$ cat config.mk
export PLATFORM = sky130hd
export DESIGN_NAME = recency_deque
export DESIGN_NICKNAME = d
export VERILOG_FILES = /design/src/hw/rtl/rd_pkg.sv /design/src/hw/rtl/recency_deque.sv /design/src/hw/rtl/rd_cell.sv
export SDC_FILE = /design/constraint.sdc
export NUM_CORES = 1
export LEC_CHECK = 0
export BUFFER_PORTS_ARGS = -buffer_cell sky130_fd_sc_hd__clkbuf_2
export CAP_MARGIN = 30
export CORE_MARGIN = 1
export CORE_UTILIZATION = 60
export CTS_BUF_LIST = sky130_fd_sc_hd__clkbuf_8
export DETAILED_ROUTE_END_ITERATION = 16
export GPL_ROUTABILITY_DRIVEN = 0
export MAX_ROUTING_LAYER = met4
export PLACE_DENSITY = 0.77
export REMOVE_ABC_BUFFERS = 1
export SLEW_MARGIN = 20
export SYNTH_ARGS = -nofsm -noshare
export SYNTH_HDL_FRONTEND = slang
export SYNTH_SLANG_ARGS = --single-unit
$ cat constraint.sdc
create_clock -name clk -period 14 [get_ports clk]
set_input_delay 0 -clock clk [delete_from_list [all_inputs] [get_ports clk]]
set_output_delay 0 -clock clk [all_outputs]
set_load 0.05 [all_outputs]
$ cat src/hw/rtl/rd_pkg.sv
// Shared types and constants for the recency deque.
// Used by rd_cell and recency_deque; depends on nothing else.
package rd_pkg;

	// Number of cells in the chain, i.e. the most tags the list holds.
	localparam int CAPACITY = 16;
	// Width of the internal fill count; it must be able to hold CAPACITY itself.
	localparam int CNT_W    = $clog2(CAPACITY + 1);
	// Fixed widths of the request and response fields.
	localparam int TAG_W    = 32;
	localparam int OP_W     = 3;
	localparam int ENTRY_W  = 5;

	typedef logic [TAG_W-1:0] tag_t;
	typedef logic [CNT_W-1:0] cnt_t;

	// Operation codes carried on the op field. Codes 5 to 7 mean nothing.
	typedef enum logic [OP_W-1:0] {
		OP_PUSH_FRONT = 3'd0,
		OP_POP_FRONT  = 3'd1,
		OP_POP_BACK   = 3'd2,
		OP_MOVE_FRONT = 3'd3,
		OP_CONTAINS   = 3'd4
	} op_t;

	// Per-cell load selects. At most one is set in a cycle; none means hold.
	typedef struct packed {
		logic take_value;   // load the request tag
		logic take_prev;    // load the tag of the neighbor nearer the front
		logic take_next;    // load the tag of the neighbor nearer the back
	} cell_ctl_t;

endpackage

$ cat src/hw/rtl/recency_deque.sv
// Top level of the recency deque: a chain of rd_cell slots, the fill count,
// operation decode and the response register. Depends on rd_pkg and rd_cell.
//
// Channel    Direction  Handshake               Payload
// request    in         in_valid / in_ready     op, value
// response   out        out_valid / out_ready   out_value, hit, was_empty, was_full,
//                                               entry_count
//
// For every request all cells compare and shift in parallel, and the
// response is registered at the same edge that updates the chain.
// A new request is taken in every cycle while the response register is empty or
// is being drained; a stalled response holds the request side, nothing is lost.
// The longest path is the first-match chain through the cells and the per-cell
// load select that depends on it.
// Reset clears the fill count and the response valid; tag registers need none.
module recency_deque (
	input  logic                      clk,
	input  logic                      arst_n,
	input  logic                      in_valid,
	output logic                      in_ready,
	input  logic [rd_pkg::OP_W-1:0]   op,
	input  rd_pkg::tag_t              value,
	output logic                      out_valid,
	input  logic                      out_ready,
	output rd_pkg::tag_t              out_value,
	output logic                      hit,
	output logic                      was_empty,
	output logic                      was_full,
	output logic [rd_pkg::ENTRY_W-1:0] entry_count
);
	import rd_pkg::*;

	// Fill count: cells below it are occupied, front at cell zero.
	cnt_t count_q;
	cnt_t count_next;

	// Response register.
	logic               out_valid_q;
	tag_t               out_value_q;
	logic               hit_q;
	logic               was_empty_q;
	logic               was_full_q;
	logic [ENTRY_W-1:0] entry_count_q;

	logic accept;
	logic is_full;
	logic is_empty;
	logic any_hit;

	// Decoded operations, already qualified by the list state.
	logic do_push;
	logic do_pop_front;
	logic do_pop_back;
	logic do_move;
	logic is_search;

	// Chain wiring. Entry i of seen_w and tail_w enters cell i; the last entry
	// leaves the back of the chain.
	tag_t      tag_w  [CAPACITY];
	logic      valid_w[CAPACITY];
	logic      seen_w [CAPACITY+1];
	tag_t      tail_w [CAPACITY+1];

	assign accept   = in_valid && in_ready;
	// The response register parts the two sides: a request is taken whenever no
	// response waits or the waiting response leaves in the same cycle.
	assign in_ready = !out_valid_q || out_ready;

	assign is_full  = (count_q == cnt_t'(CAPACITY));
	assign is_empty = (count_q == '0);

	assign seen_w[0] = 1'b0;
	assign tail_w[0] = '0;
	assign any_hit   = seen_w[CAPACITY];

	assign do_push      = accept && (op == OP_PUSH_FRONT) && !is_full;
	assign do_pop_front = accept && (op == OP_POP_FRONT) && !is_empty;
	assign do_pop_back  = accept && (op == OP_POP_BACK) && !is_empty;
	// A move with the match already in front reloads the same tag into cell
	// zero and leaves the rest alone, so it needs no special handling.
	assign do_move      = accept && (op == OP_MOVE_FRONT) && any_hit;
	assign is_search    = (op == OP_MOVE_FRONT) || (op == OP_CONTAINS);

	for (genvar i = 0; i < CAPACITY; i++) begin : g_cell
		tag_t      prev_tag;
		tag_t      next_tag;
		logic      valid_next;
		cell_ctl_t ctl;

		assign valid_w[i] = (cnt_t'(i) < count_q);

		if (i == 0) begin : g_front
			assign prev_tag = value;
		end else begin : g_inner
			assign prev_tag = tag_w[i-1];
		end

		if (i == CAPACITY - 1) begin : g_back
			assign next_tag   = tag_w[i];
			assign valid_next = 1'b0;
		end else begin : g_mid
			assign next_tag   = tag_w[i+1];
			assign valid_next = valid_w[i+1];
		end

		// Push and move put the request tag in front. The rest of the chain
		// shifts back by one: all of it for a push, and for a move only the
		// cells up to and including the first match, which have not yet seen it.
		always_comb begin
			ctl = '0;
			if (i == 0) begin
				ctl.take_value = do_push || do_move;
			end else begin
				ctl.take_prev = do_push || (do_move && !seen_w[i]);
			end
			ctl.take_next = do_pop_front;
		end

		rd_cell u_cell (
			.clk        (clk),
			.ctl        (ctl),
			.value      (value),
			.prev_tag   (prev_tag),
			.next_tag   (next_tag),
			.valid      (valid_w[i]),
			.valid_next (valid_next),
			.seen_in    (seen_w[i]),
			.tail_in    (tail_w[i]),
			.tag        (tag_w[i]),
			.seen_out   (seen_w[i+1]),
			.tail_out   (tail_w[i+1])
		);
	end

	always_comb begin
		count_next = count_q;
		if (do_push) begin
			count_next = count_q + cnt_t'(1);
		end else if (do_pop_front || do_pop_back) begin
			count_next = count_q - cnt_t'(1);
		end
	end

	always_ff @(posedge clk or negedge arst_n) begin
		if (!arst_n) begin
			count_q     <= '0;
			out_valid_q <= 1'b0;
		end else begin
			count_q <= count_next;
			if (accept) begin
				out_valid_q <= 1'b1;
			end else if (out_ready) begin
				out_valid_q <= 1'b0;
			end
		end
	end

	// Response payload. Pops of an empty list answer all ones; a pop from the
	// back takes the tag selected by the tail chain.
	always_ff @(posedge clk) begin
		if (accept) begin
			out_value_q   <= '0;
			was_empty_q   <= 1'b0;
			was_full_q    <= 1'b0;
			hit_q         <= is_search && any_hit;
			entry_count_q <= ENTRY_W'(count_next);
			if ((op == OP_POP_FRONT) || (op == OP_POP_BACK)) begin
				if (is_empty) begin
					out_value_q <= '1;
					was_empty_q <= 1'b1;
				end else if (op == OP_POP_FRONT) begin
					out_value_q <= tag_w[0];
				end else begin
					out_value_q <= tail_w[CAPACITY];
				end
			end
			if ((op == OP_PUSH_FRONT) && is_full) begin
				was_full_q <= 1'b1;
			end
		end
	end

	assign out_valid   = out_valid_q;
	assign out_value   = out_value_q;
	assign hit         = hit_q;
	assign was_empty   = was_empty_q;
	assign was_full    = was_full_q;
	assign entry_count = entry_count_q;

	// The fill count never passes the number of cells.
	assert property (@(posedge clk) disable iff (!arst_n)
		count_q <= cnt_t'(CAPACITY))
		else $error("fill count above capacity");

	// A push that is taken while room remains grows the list by one.
	assert property (@(posedge clk) disable iff (!arst_n)
		(accept && (op == OP_PUSH_FRONT) && !is_full)
		|=> (count_q == $past(count_q) + cnt_t'(1)))
		else $error("push did not grow the list");

	// Searches never change the fill count.
	assert property (@(posedge clk) disable iff (!arst_n)
		(accept && ((op == OP_MOVE_FRONT) || (op == OP_CONTAINS)))
		|=> (count_q == $past(count_q)))
		else $error("search changed the fill count");

	// A response carries at most one of hit, empty and full.
	assert property (@(posedge clk) disable iff (!arst_n)
		out_valid_q |-> $onehot0({hit_q, was_empty_q, was_full_q}))
		else $error("conflicting response flags");

	// The reported count matches the list state left by the request.
	assert property (@(posedge clk) disable iff (!arst_n)
		accept |=> (entry_count_q == ENTRY_W'(count_q)))
		else $error("reported count differs from fill count");

endmodule

$ cat src/hw/rtl/rd_cell.sv
// One slot of the recency chain: a tag register, its compare against the
// request tag, and the links of the first-match and tail-select chains.
// Depends on rd_pkg.
module rd_cell (
	input  logic              clk,
	input  rd_pkg::cell_ctl_t ctl,
	input  rd_pkg::tag_t      value,
	input  rd_pkg::tag_t      prev_tag,
	input  rd_pkg::tag_t      next_tag,
	input  logic              valid,
	input  logic              valid_next,
	input  logic              seen_in,
	input  rd_pkg::tag_t      tail_in,
	output rd_pkg::tag_t      tag,
	output logic              seen_out,
	output rd_pkg::tag_t      tail_out
);
	import rd_pkg::*;

	tag_t tag_q;
	logic match;

	always_ff @(posedge clk) begin
		if (ctl.take_value) begin
			tag_q <= value;
		end else if (ctl.take_prev) begin
			tag_q <= prev_tag;
		end else if (ctl.take_next) begin
			tag_q <= next_tag;
		end
	end

	assign tag      = tag_q;
	assign match    = valid && (tag_q == value);
	// Set from the first matching cell onward toward the back.
	assign seen_out = seen_in | match;
	// Only the last occupied cell contributes its tag.
	assign tail_out = tail_in | ((valid && !valid_next) ? tag_q : '0);

endmodule
==> metrics.md <==
| Metric | Value |
|---|---|
| Dominant cells by area after synthesis | `edfxtp_1 (50%), mux2_2 (11%), xor2_1 (10%)` |
| Clk root buf | `clkbuf_8` |
| CP Cell Sequence | `buf_4 -> nor4b_4 -> buf_4 -> nor3_1 -> nand4_1 -> nor4_1 -> and4bb_2 -> nand4_2 -> a31o_2 -> mux2_2` |
| Fin Clk Skew | `around 33 ps` |
| Synthesized area | `~33000 um^2` |
| Post-synth EDFFs | `552` |
| Drt total wl | `around 120 mm` |
| Worst ir drop on vdd | `between 0.0001 and 0.00015 V` |
| Final Net Count | `between 2000 and 3000` |
| Worst EP arrival | `approximately 5400 ps` |
| Synth top cells by count | `edfxtp_1 (552), xor2_1 (380), mux2_2 (336), mux2_1 (157), xnor2_1 (137)` |
| Yosys warns | `0` |
| CTS Sinks | `558` |
| Area Growth Syn to Fin | `9.50%` |
| Via count | `25421` |
| RSZ-0062 raised after global routing | `false` |
| Fin crit share | `0.350` |
| Largest net degree at the start of global routing | `slightly above 40` |
| #FFs+latches synth | `about 560` |
| Lkg Pwr | `approximately 0.0099 uW` |
| Worst path buffer plus inverter count | `2` |
| Setup TNS | `0 ps` |
| Crit path max-delay family | `simple AND/OR/NAND/NOR gates` |
| Share of layout cells above drive strength 1 | `0.255` |
| Die Y | `about 240 um` |
| P per Cell Area | `roughly 140 nW/um^2` |
| Vias in the first global route | `around 24000` |
| Initial antenna violation count | `2` |
| Crit path kind | `reg2reg` |
| Tmin final | `around 4900 ps` |
| H-Tree Depth | `3` |
| Top cell type by total area after synthesis | `edfxtp_1` |
| Largest family of logic cells by synthesized area | `multiplexers` |
| Critical R2R Launch | `count_q[4]` |
| TritonCTS clock tree | `done` |
| Max Cap Viol | `0` |
| TritonCTS buffer count | `between 90 and 100` |
| IO buf count | `80` |
| I/O pin count | `81` |
| Adder-cell share of the synthesized area | `0.00152` |
| Crit path from | `count_q[4]` |
| Final Hold Vio Count | `0` |
| Total GRT Usage | `0.448` |
| Router iterations before antenna repair | `15` |
| Hold WC Path Type | `in2reg` |
| Starting Density | `0.609` |
| Pre-CTS setup slack | `around 9300 ps` |
| Worst path slowest cell | `a31o_2` |
| Detailed router's first-iteration violation count | `between 5000 and 6000` |
| Status | `complete, no violations` |
| DR DRC count | `0` |
| Top cell type's share of synthesized area | `0.504` |
| Post-synthesis sequential area ratio | `0.508` |
| F_max | `around 200 MHz` |
| Post-synth ARST share | `0.0108` |
| First-pass GRT wire length | `between 150 and 200 mm` |
| Area of the die | `roughly 56000 um^2` |
| Worst-Skew Late Latency | `740 ps` |
| Clock Tree Buf Depth | `3` |
| Most common cell in the netlist | `edfxtp_1` |
| Die width | `roughly 240 um` |
| Startpoint type of the worst setup path | `register` |
| Worst path most repeated cell | `buf_4` |
| Worst-path clk slew | `70 ps` |
| Area fraction in compound gates after synthesis | `0.0843` |
| Proportion of synthesized area in mux cells | `0.169` |
| Endpoints failing setup | `0` |
| Post-DP HPWL | `88.5 mm` |
| Synth Area in XOR/XNOR | `0.138` |
| Post-DRT Antenna Nets | `0` |
| Setup crit end kind | `register` |
| Slew @ Worst Pin | `between 1000 and 1500 ps` |
| Simple-Gate Fraction of Synth Area | `0.0680` |
| Post-Syn Area per Cell | `13.2 um^2` |
| Worst stage delay on the critical path | `about 850 ps` |
| Worst Hold Launch | `out_ready` |
| Per-cell routed wire length | `36.8 um` |
| Slew headroom | `0.236` |
| Post-synth cell types | `74` |
| Core region area | `approximately 54000 um^2` |
| CP Max Fanout | `35` |
| Vias per cell | `about 7.7` |
| Post-Synthesis Cells | `between 2000 and 2500` |
| Flop2flop setup slack | `~9000 ps` |
| Final WS setup | `~9000 ps` |
| Total grt overflow | `0` |
| Synth Flop Type | `edfxtp_1` |
| Final slew viol count | `0` |
| Row count | `85` |
| CP required | `between 10000 and 15000 ps` |
-- final timing paths --
path	endpoint	depth (start not counted)
max	g_cell[3].u_cell.tag[26]	10
min	count_q[1]	5
max reg2reg	g_cell[3].u_cell.tag[26]	10
min reg2reg	g_cell[15].u_cell.tag[30]	0
max in group asynchronous	count_q[4]	3
min in group asynchronous	count_q[0]	3
-- per-layer routing --
metal / global-route usage / vias to the layer above / wire length, um
met5: - / - / 0
met4: 0.260 / 0 / 10400
met3: 0.172 / 684 / 20500
met2: 0.631 / 2723 / 51100
met1: 0.546 / 12238 / 40200
li1: - / 9776 / -
-- worst reg2reg max path, delay by kind of cell, from the launching register on --
| kind | cells | cell delay, ps |
|---|---|---|
| compound gates | 1 | 850 |
| buf+inv | 2 | 710 |
| flops | 1 | 600 |
| mux | 1 | 450 |
| simple gates | 6 | 2010 |
-- cells in the final DEF (no fill, tap or decap), types with 22 or more instances in the layout --
| cell type | count |
|---|---|
| inv_1 | 23 |
| a21oi_1 | 33 |
| a21o_1 | 22 |
| clkbuf_2 | 83 |
| o21ai_0 | 31 |
| clkinv_1 | 30 |
| clkbuf_8 | 99 |
| mux2_1 | 157 |
| a221o_1 | 27 |
| xnor2_1 | 137 |
| and3_1 | 28 |
| a222oi_1 | 46 |
| a22oi_1 | 76 |
| nand4_1 | 55 |
| buf_4 | 38 |
| nor4_1 | 92 |
| edfxtp_1 | 552 |
| nand3_1 | 58 |
| nand2_1 | 45 |
| mux2_2 | 336 |
| xor2_1 | 380 |
-- state kept, by name, summed over array words and instances (netlist names) --
register / count
was_empty: 1
entry_count: 5
was_full: 1
g_cell.u_cell.tag: 512
out_value: 32
count_q: 5
out_valid: 1
hit: 1
-- power breakdown --
part | switching [uW] | internal, uW
Clock | 728 | 750
Sequential | 62.3 | 1890
Combinational | 1090 | 474
-- cells by family (layout without fill, tap and decap cells) --
kind of cell,after synthesis,in the layout
AOI/OAI and AO/OA,344,344
and+or+nand+nor,380,380
muxes,493,493
xor gates and xnor gates,517,517
adders and majority gates,4,4
other,0,2
buffers and inverters,195,329
DFF,558,558
-- final cells by class --
| cell class | count | area [um^2] |
|---|---|---|
| fill | 3872 | 18000 |
| clock buffer | 99 | 1360 |
| sequential | 558 | 16700 |
| antenna | 2 | 5.00 |
| inverter | 6 | 22.5 |
| timing repair buffer | 149 | 1200 |
| clock inverter | 75 | 458 |
| multi-input combinational | 1738 | 15400 |
| tap | 696 | 871 |
-- through the flow --
step | cell area (um^2) | hold WS [ps] | utilization | cells | power (uW)
after global routing | 36000 | 99.5 | 0.667 | 3323 | 5060
after floorplan | 31900 | -296 | - | 2302 | 2790
after global placement | 33700 | -168 | 0.624 | 3116 | 3370
after CTS | 35900 | 29.2 | 0.664 | 3310 | 4850
final | 36000 | 46.3 | 0.667 | 3323 | 5000
after detailed placement | 34000 | -160 | 0.629 | 3127 | 3410
-- what timing repair did --
item | in CTS | in global routing
hold endpoints to repair | 13 | 0
gates resized for setup | 0 | 0
hold buffers | 9 | 0
setup buffers | 0 | 0
No activity file was read; power rests on OpenSTA's default activity.
